[config.mk]
export PLATFORM = sky130hd
export DESIGN_NAME = adpf_ctrl
export DESIGN_NICKNAME = d
export VERILOG_FILES = /design/src/rtl/adpf_pkg.sv /design/src/rtl/adpf_ctrl.sv
export SDC_FILE = /design/constraint.sdc
export NUM_CORES = 1
export LEC_CHECK = 0
export ABC_CLOCK_PERIOD_IN_PS = 1130
export BUFFER_PORTS_ARGS = -buffer_cell sky130_fd_sc_hd__buf_2
export CAP_MARGIN = 20
export CORE_AREA = 2 2 39 41
export CTS_CLUSTER_DIAMETER = 150
export DETAILED_ROUTE_END_ITERATION = 7
export DIE_AREA = 0 0 41 43
export HOLD_SLACK_MARGIN = 0.15
export PLACE_DENSITY_LB_ADDON = 0.12
export SLEW_MARGIN = 20
export SYNTH_ARGS = -nofsm -noshare
export SYNTH_HDL_FRONTEND = slang
export SYNTH_SLANG_ARGS = --single-unit
[constraint.sdc]
create_clock -name clk -period 1.13 [get_ports clk]
set_input_delay 0.1695 -clock clk [delete_from_list [all_inputs] [get_ports clk]]
set_output_delay 0.1695 -clock clk [all_outputs]
set_load 0.01 [all_outputs]
[src/rtl/adpf_pkg.sv]
// ----------------------------------------------------------------------------
// adpf_pkg
// shared constants, codes and controller/datapath types of the audio fifo
// ----------------------------------------------------------------------------
package adpf_pkg;

  // ring geometry
  localparam int RING_DEPTH = 1024;
  localparam int ADDR_W     = $clog2(RING_DEPTH);
  localparam int PTR_W      = ADDR_W + 1;

  // field widths
  localparam int SAMPLE_W = 16;
  localparam int COUNT_W  = 32;
  localparam int LEN_W    = 6;
  localparam int FILL_W   = 11;
  localparam int CFG_W    = 1;
  localparam int CFG_IDX_W = 1;

  // fill thresholds and packet lengths
  localparam int PRIME_LEVEL = 96;
  localparam int HIGH_LEVEL  = 144;
  localparam int LOW_LEVEL   = 96;
  localparam int LEN_LONG    = 49;
  localparam int LEN_SHORT   = 47;
  localparam int LEN_NORMAL  = 48;

  // operation codes
  localparam logic OP_PUSH   = 1'b0;
  localparam logic OP_PACKET = 1'b1;

  // configuration register indexes
  localparam logic [CFG_IDX_W-1:0] CFG_ENABLED   = 1'b0;
  localparam logic [CFG_IDX_W-1:0] CFG_PAIR_MODE = 1'b1;

  typedef enum logic [1:0] {
    ST_IDLE,
    ST_SLOT,
    ST_LOAD
  } state_t;

  typedef struct packed {
    logic push;   // store one sample item
    logic start;  // latch packet parameters
    logic slot;   // handle one packet slot, read ring
    logic load;   // fill the output register
  } dp_cmd_t;

  typedef struct packed {
    logic out_free;   // output register empty or emptied this cycle
    logic slot_last;  // current slot is the last of the packet
  } dp_status_t;

endpackage

[src/rtl/adpf_ctrl.sv]
// ----------------------------------------------------------------------------
// adpf_ctrl
// sequencer: accepts items, steps through packet slots
// ----------------------------------------------------------------------------
module adpf_ctrl import adpf_pkg::*; (
  input  logic       clk,
  input  logic       rst,
  input  logic       item_valid,
  input  logic       item_operation,
  output logic       item_ready,
  input  dp_status_t status,
  output dp_cmd_t    cmd
);

  state_t state;
  state_t state_next;

  always_ff @(posedge clk) begin
    if (rst) begin
      state <= ST_IDLE;
    end else begin
      state <= state_next;
    end
  end

  always_comb begin
    state_next = state;
    unique case (state)
      ST_IDLE: begin
        if (item_valid && item_operation == OP_PACKET) state_next = ST_SLOT;
      end
      ST_SLOT: begin
        if (status.out_free) state_next = ST_LOAD;
      end
      ST_LOAD: begin
        state_next = status.slot_last ? ST_IDLE : ST_SLOT;
      end
      default: state_next = ST_IDLE;
    endcase
  end

  always_comb begin
    item_ready = 1'b0;
    cmd        = '0;
    unique case (state)
      ST_IDLE: begin
        item_ready = 1'b1;
        cmd.push   = item_valid && item_operation == OP_PUSH;
        cmd.start  = item_valid && item_operation == OP_PACKET;
      end
      ST_SLOT: begin
        cmd.slot = status.out_free;
      end
      ST_LOAD: begin
        cmd.load = 1'b1;
      end
      default: begin
        item_ready = 1'b0;
      end
    endcase
  end

endmodule

# == After elaboration in Yosys (flattened, before gate mapping) ==
# Cells that the tools add are included.
# op_classes
n_addsub,0
multipliers,0
div_mod_pow,0
order_cmp,0
eq_ne,4
n_shift,0
muxes,8
n_bitwise,1
reduce_logical,4
# op_table
cell,n
2-bit 2-to-1 mux,3
2-bit case mux with 3 select lines,1
1-bit 2-to-1 mux,4
2-bit inequality test (second input constant),2
2-bit by 1-bit equality test with 1-bit output (second input constant),1
2-bit equality test (second input constant),1
1-bit logical AND,2
2-bit logical NOT,1
2-bit AND reduction,1
1-bit inverter,1
# totals
regBits,2
latchBits,0
ramBits,0
rom_bits,0
input_bits,6
wordCells,18
mem_count,0

# == Depth between registers and ports, before layout ==
# Gate-level depths: netlist of run 1.
# logic_depth
ltp_word,3
ltp_mapped,2
depth_no_buf,2

# == Worst setup path after synthesis of run 1 ==
# OpenSTA, ideal clock, no wires.
# synth_timing
path_type,register to output
from,register state[0]
to,output cmd[3] in the netlist's numbering
arrival_ns,0.819
required_ns,0.961
setup_slack_ns,0.141
stages_incl_launch_ff,2
n_path_buf,0
path_cell_list,dfxtp_1 > nor4b_1
# synth_lines
element,line_no,source
start: declaration,adpf_ctrl.sv:15,state_t state;
start signal: assignment,adpf_ctrl.sv:22,state <= state_next;
end: declaration,adpf_ctrl.sv:12,output dp_cmd_t cmd

==> results.cfg, run 1 <==
[logic_synthesis]
synth-seq-cells = 2
synth-compound-area-share = 0.0549
synth_top_area_share = 0.352
synth_top_family_by_area = simple AND/OR/NAND/NOR gates
synthMuxAreaShare = 0
synthTopCellsByArea = dfxtp_1 (35%), or3b_1 (15%), nor2b_1 (11%)
yosysSeqAreaShare = 0.352
synthAdderAreaFrac = 0
yosysTopAreaCell = dfxtp_1
synth_area_sq_um = 114
synth.distinct_cells = 9
yosysWarnings = 0
syn_inst = 12
synth_xor_xnor_area_share = 0
avgSynthCellArea_sq_um = 9.49
synth-simple-area-share = 0.560
syn_nets = 18

[timing]
fmax_mhz = 887
slew_violations = 0
fin_crit_ps = 1130
hold_viol = 0
worst_pin_slew_ps = 176
finalCritPeriodShare = 0.998
fin_skew_ps = 3.05
finalSetupViolCount = 0
rsz0062_at_grt = yes
maxSlewHeadroom = 0.882

[finish]
most-common-layout-cells = buf_2 (10), clkbuf_4 (3), nor2b_1 (2), or3b_1 (2)
syn_to_final_growth_pct = 116
drive_above_1_share = 0.679
final_cell_area_sq_um = 246
largest_register = state
reg_top3 = state: 2 flops
layoutNonFillerInstCount = 44
final_common_cell = buf_2
diodes = 0
largest_reg_flops = 2
nets = 36

[global_routing]
grt_pass1_vias = 154
grt_pass1_wl_um = 593
grt-ovfl-total = 0
grt_max_degree = 8
antenna_found_initial = 0
grt_usage = 0.0521

[floorplan]
coreArea_sq_um = 1380
fp.dieH_um = 43
ios = 11
rows = 14
die_w_um = 41
dieArea_sq_um = 1760
start_util = 0.0823

[cts]
clock_latency_ps = 220
cts.sinks = 2
path_clk_slew_ps = 30
cts_tree = built
cts_buffers = 3
clockBufferDepth = 2
h-tree-depth = 1
clockRootBuffer = clkbuf_4

[power_and_ir_drop]
leakagePower_uw = 0.000120
p_total_uw = 287
vdd_ir_drop_max_mv = 0.191
powerDensity_nw_per_um2 = 1160

[critical_path]
timing_worst_setup_path_type = register to output port
startpoint_type = register
cp-end-kind = output port
reg2reg_setup_slack_ps = 70
cp_data_arrival_time_ps = 960
critPathMaxFanout = 7
slowest_delay_ps = 330
slowest_stage = dfxtp_2
cp_data_required_time_ps = 960
path_cells = nor4b_2 > buf_2

[worst_hold_path]
hp-class = input port to register

[routing]
wire_per_inst_um = 8.48
wl_um = 373
viasPerCell = 3.43
dr.pass1.iters = 1
ant_nets = 0
drcViolationCount = 0
drt_iter0_markers = 0
vias = 151

[run_status]
status = finished, final reports clean

[placed_design]
dpl.cell_count = 38
placedInstanceArea_sq_um = 184
gp_congestion = 0.629
io_buffers = 10

[run]
max-cap-violations = 0
-- cells in the mapped netlist (all sizes together) --
cell     n
a31oi    1
and3b    1
dfxtp    2
inv      1
nand4bb  1
nor2     1
nor2b    2
nor4b    1
or3b     2
-- layer usage --
| metal | global-route usage | up-vias | share of wire |
|---|---|---|---|
| li1 | - | 77 | - |
| met1 | 0.0637 | 64 | 0.47 |
| met2 | 0.0688 | 10 | 0.40 |
| met3 | 0.00524 | 0 | 0.13 |
| met4 | 0.0600 | 0 | 0 |
| met5 | 0 | - | 0 |
-- path summary, 6_finish.rpt --
check,from,to,depth (start not counted)
hold / removal,status[0],state[0],3
setup / recovery,state[1],cmd[3],2
hold reg to reg,state[1],state[0],2
setup reg to reg,state[0],state[0],3
-- critical path: cells and delay by family, from the launching register on --
family / cells / cell delay, ps
flops: 1 / 330
buf+inv: 1 / 160
simple gates: 1 / 230
-- cell families after synthesis --
kind of cell	count (synthesis)
buffers and inverters	1
DFF	2
and+or+nand+nor	8
AOI/OAI and AO/OA	1
-- power by group --
part	switching, uW	internal (uW)
Sequential	4.96	73.8
Clock	42.5	117
Combinational	18.4	30.1
-- area by class of cell --
class	count	area [sq um]
Timing Repair Buffer	13	78.8
Fill cell	164	1140
Inverter	1	3.75
Clock buffer	3	22.5
Tap cell	16	20.0
Multi-Input combinational cell	9	76.3
Sequential cell	2	45.0
-- timing repair --
item | 4_1_cts | 5_1_grt
hold buffers | 1 | 0
endpoints found under the hold margin | 2 | 0
pin swaps | 2 | 1
resized for setup | 4 | 1
endpoints found under the setup margin | 3 | 4
buffers inserted | 2 | 0
-- through the flow --
| stage | hold slack [ps] | setup slack, ps | util | setup TNS (ps) |
|---|---|---|---|---|
| after CTS | 202 | -24.2 | 0.175 | -55.9 |
| after global placement | 343 | 155 | 0.133 | 0 |
| final | 216 | 2.46 | 0.178 | 0 |
| after global routing | 224 | -59.6 | 0.178 | -148 |
| after floorplan | 239 | 141 | - | 0 |
| after detailed placement | 349 | 124 | 0.133 | 0 |
No activity file was read; power rests on OpenSTA's default activity.
==> run 2: changes to the inputs <==
--- a/config.mk
+++ b/config.mk
@@ -14,7 +14,7 @@
 export DIE_AREA = 0 0 41 43
 export HOLD_SLACK_MARGIN = 0.15
 export PLACE_DENSITY_LB_ADDON = 0.12
-export SLEW_MARGIN = 20
+export RECOVER_POWER = 100
 export SYNTH_ARGS = -nofsm -noshare
 export SYNTH_HDL_FRONTEND = slang
 export SYNTH_SLANG_ARGS = --single-unit
==> run 2 against run 1 <==
  * Worst hold slack improved by 2.4 ps
  * Combinational power fell by 2%
  * Flip-flop and latch count did not move
  * Wire length fell by 0.54%
  * Non-clock buffer count did not move
  * Via count did not move
  * Die area did not move
  * Power rose by 0.21%
  * Global-route usage did not move
  * Final cell count did not move
  * Critical endpoint unchanged
  * Largest cell class unchanged
==> results.cfg, run 2 (synthesis results as in run 1) <==
[run_status]
status = finished, final reports clean

[timing]
fin_skew_ps = 2.81
worst_pin_slew_ps = 176
fin_crit_ps = 1130
slew_violations = 0
hold_viol = 0
fin_setup_tns_ps = 0
worst_slack_ps = 2.60
maxSlewHeadroom = 0.882
fmax_mhz = 887
hold_ws_ps = 218
rsz0062_at_grt = yes
finalCritPeriodShare = 0.998
finalSetupViolCount = 0

[global_routing]
grt_usage = 0.0521
antenna_found_initial = 0
grt_pass1_wl_um = 593
grt_max_degree = 8
grt-ovfl-total = 0
grt_pass1_vias = 154

[floorplan]
dieArea_sq_um = 1760
fp.dieH_um = 43
start_util = 0.0823
die_w_um = 41
coreArea_sq_um = 1380
ios = 11
rows = 14

[run]
max-cap-violations = 0

[critical_path]
cp-end-kind = output port
cp_data_required_time_ps = 960
critPathMaxFanout = 7
path_depth = 2
critical_path_buf_inv_count = 1
slowest_delay_ps = 330
cp_data_arrival_time_ps = 960
slowest_stage = dfxtp_2
r2r_cells = 3
cp_top_family = flip-flops
startpoint_type = register
timing_worst_setup_path_type = register to output port
path_cells = nor4b_2 > buf_2

[finish]
largest_register = state
reg_top3 = state: 2 flops
fillers = 166
diodes = 0
nets = 36
largest_reg_flops = 2
final_common_cell = buf_2
drive_above_1_share = 0.643
syn_to_final_growth_pct = 113
most-common-layout-cells = buf_2 (9), clkbuf_4 (3), nor2b_1 (2), or3b_1 (2), dfxtp_2 (2)

[routing]
dr.pass1.iters = 1
drcViolationCount = 0
viasPerCell = 3.43
ant_nets = 0
wire_per_inst_um = 8.43
vias = 151
wl_um = 371
drt_iter0_markers = 0

[power_and_ir_drop]
powerDensity_nw_per_um2 = 1190
p_total_uw = 288
vdd_ir_drop_max_mv = 0.188
leakagePower_uw = 0.000118

[cts]
clock_latency_ps = 220
cts.sinks = 2
cts_tree = built
h-tree-depth = 1
cts_buffers = 3
path_clk_slew_ps = 30
clockBufferDepth = 2
clockRootBuffer = clkbuf_4

[placed_design]
io_buffers = 10
place_ws_ps = 124
gp_congestion = 0.629

[worst_hold_path]
worstHoldPathCells = 3
hp-class = input port to register
run 2: changes by cell type in the layout (fill, tap and decap cells not counted):
cell      change
buf_2         -1
clkbuf_1      +1
dfxtp_2       +1
dfxtp_4       -1
run 2: path summary, 6_finish.rpt:
kind / from / endpoint / slack [ps]
max: state[1] / cmd[3] / 3
min: status[0] / state[0] / 220
max reg2reg: state[0] / state[0] / 80
min reg2reg: state[1] / state[0] / 600
run 2: what timing repair did:
action,in CTS,in global routing
endpoints found under the setup margin,3,4
buffers inserted,2,0
hold endpoints to repair,2,0
pin swaps,2,1
gates resized for setup,4,1
hold buffers,1,0
cloned,0,0
run 2: routing by layer:
layer	vias to the layer above	part of all wire	global-route usage
met1	64	0.47	0.0637
met3	0	0.12	0.00524
li1	77	-	-
met2	10	0.40	0.0688
met4	0	0	0.0600
met5	-	0	0
run 2: through the flow:
stage | util | area [sq um] | std cells
6_report | 0.175 | 243 | 44
5_1_grt | 0.175 | 243 | 44
4_1_cts | 0.175 | 243 | 44
3_5_place_dp | 0.133 | 184 | 38
3_3_place_gp | 0.133 | 184 | 38
2_1_floorplan | - | 114 | 12
run 2: cell type report:
cell class                      count  area, sq um  area share
Timing Repair Buffer               13         77.6       0.320
Inverter                            1         3.75      0.0155
Sequential cell                     2         42.5       0.175
Multi-Input combinational cell      9         76.3       0.314
Clock buffer                        3         22.5      0.0928
Tap cell                           16         20.0      0.0825
run 2: power by group:
group	internal, uW	total (uW)	switching [uW]
clock network	117	160	42.7
logic	29.3	47.7	18.4
registers	75.0	80.0	4.96
run 2: worst min-delay path, stage by stage:
cell	delay (ps)
buf_2	70
or3b_1	90
a31oi_1	70
==> run 3: changes to the inputs <==
--- a/config.mk
+++ b/config.mk
@@ -5,7 +5,7 @@
 export SDC_FILE = /design/constraint.sdc
 export NUM_CORES = 1
 export LEC_CHECK = 0
-export ABC_CLOCK_PERIOD_IN_PS = 1130
+export ABC_CLOCK_PERIOD_IN_PS = 900
 export BUFFER_PORTS_ARGS = -buffer_cell sky130_fd_sc_hd__buf_2
 export CAP_MARGIN = 20
 export CORE_AREA = 2 2 39 41
==> constraint.sdc (replaced) <==
create_clock -name clk -period 0.9 [get_ports clk]
set_input_delay 0.135 -clock clk [delete_from_list [all_inputs] [get_ports clk]]
set_output_delay 0.135 -clock clk [all_outputs]
set_load 0.01 [all_outputs]
==> run 3 against run 2 <==
  * The run now ends with setup timing left
  * Worst setup slack worse by 190 ps
  * Count of clock-buffer cells in the layout is the same
  * Largest power group unchanged
  * Highest routed layer unchanged
  * Critical path type unchanged
  * Die area unchanged
==> results.cfg, run 3 (synthesis results as in run 1) <==
[run_status]
status = finished, violations left
failed_checks = setup timing

[finish]
reg_top3 = state: 2 flops
final_common_cell = buf_2
largest_reg_flops = 2
postLayoutCoreUtil = 0.190
drive_above_1_share = 0.724
diodes = 0
most-common-layout-cells = buf_2 (9), clkbuf_4 (3)
multi_input_area_sq_um = 78.8
largest_register = state
fillers = 157
final_cell_area_sq_um = 263
register_area_sq_um = 45.0
syn_to_final_growth_pct = 131
nets = 37

[power_and_ir_drop]
powerDensity_nw_per_um2 = 1370
leakagePower_uw = 0.000127
sw_frac_of_total = 0.220
seqPwrFrac = 0.274
vdd_ir_drop_max_mv = 0.215
comb_power_share = 0.181
power.internal_uw = 280
p_clk_frac = 0.545
switching_power_uw = 79.0

[timing]
fin_crit_ps = 1090
fmax_mhz = 917
slew_violations = 0
hold_ws_ps = 194
worst_pin_slew_ps = 169
hold_viol = 0
maxSlewHeadroom = 0.887
worst_slack_ps = -190
fin_setup_tns_ps = -889
finalSetupViolCount = 6
finalCritPeriodShare = 1.21
rsz0062_at_grt = yes
fin_skew_ps = 0.610

[worst_hold_path]
hp-class = input port to register

[routing]
drcViolationCount = 0
dr.pass1.iters = 1
viasPerCell = 3.49
ant_nets = 0
drt_iter0_markers = 0
vias = 157
wire_per_inst_um = 8.53
wl_um = 384

[global_routing]
antenna_found_initial = 0
grt_pass1_vias = 169
grt_max_degree = 7
grtUsageMet1 = 0.0732
grt-ovfl-total = 0
grt_util_met2 = 0.0656
grt_pass1_wl_um = 621
top_usage_layer = met1
gr-usage-met3 = 0.0157
grt_usage = 0.0561

[cts]
h-tree-depth = 1
path_clk_slew_ps = 30
clockRootBuffer = clkbuf_4
cts_buffers = 3
cts.sinks = 2
cts_tree = built
clockBufferDepth = 2
clock_latency_ps = 220

[floorplan]
coreArea_sq_um = 1380
start_util = 0.0823
fp.dieH_um = 43
ios = 11
die_w_um = 41
dieArea_sq_um = 1760
rows = 14

[critical_path]
critPathMaxFanout = 6
cp-end-kind = output port
slowest_stage = dfxtp_4
timing_worst_setup_path_type = register to output port
startpoint_type = register
slowest_delay_ps = 350
path_cells = nand4bb_1 > inv_1 > buf_2
cp_data_required_time_ps = 760
cp_data_arrival_time_ps = 950

[placed_design]
io_buffers = 10
place_ws_ps = -70.3
gp_congestion = 0.561
placedInstanceArea_sq_um = 208
place_hpwl_um = 287

[run]
max-cap-violations = 0
-- run 3: changes by cell type in the layout (fill, tap and decap cells not counted), sizes merged --
cell,delta
clkbuf,-1
buf,+2
-- run 3: critical path, delay by kind of cell (launching register included) --
family                 cells  cell delay, ps
buffers and inverters      2             190
and+or+nand+nor            1             200
DFF                        1             350
-- run 3: metal layers --
layer  vias to the layer above  share of wire
met5                         -              0
met1                        67           0.51
li1                         79              -
met4                         0              0
met3                         0           0.11
met2                        11           0.37
-- run 3: path summary, 6_finish.rpt --
kind                            depth (start not counted)       from       end  slack (ps)
worst max-delay path                                    3   state[0]    cmd[2]        -190
worst max register to register                          2   state[0]  state[0]         -30
worst min-delay path                                    3  status[0]  state[0]         190
worst min register to register                          2   state[0]  state[0]         570
-- run 3: final cells by class --
class                      count  share of cell area
clock buffer                   3              0.0857
inverter                       1              0.0143
tap                           16              0.0762
sequential                     2               0.171
timing repair buffer          14               0.352
multi-input combinational      9               0.300
-- run 3: metrics by stage --
step	power, uW	instances
2_1_floorplan	123	12
5_1_grt	389	45
3_3_place_gp	154	40
6_report	359	45
4_1_cts	373	45
3_5_place_dp	156	40
-- run 3: what timing repair did --
| item | CTS | global route |
|---|---|---|
| pin swaps | 4 | 2 |
| gates resized for setup | 4 | 1 |
| endpoints found under the setup margin | 6 | 6 |
| endpoints found under the hold margin | 2 | 0 |
| buffers inserted | 1 | 0 |
| hold buffers | 1 | 0 |
-- run 3: power by group through the flow --
| stage | Clock, uW | Sequential [uW] | Combinational, uW |
|---|---|---|---|
| after floorplan | 0 | 99.9 | 23.2 |
| after global placement | 0 | 101 | 53.3 |
| after detailed placement | 0 | 101 | 54.5 |
| after CTS | 212 | 96.3 | 64.6 |
| after global routing | 216 | 100 | 71.8 |
| final | 196 | 98.5 | 64.9 |
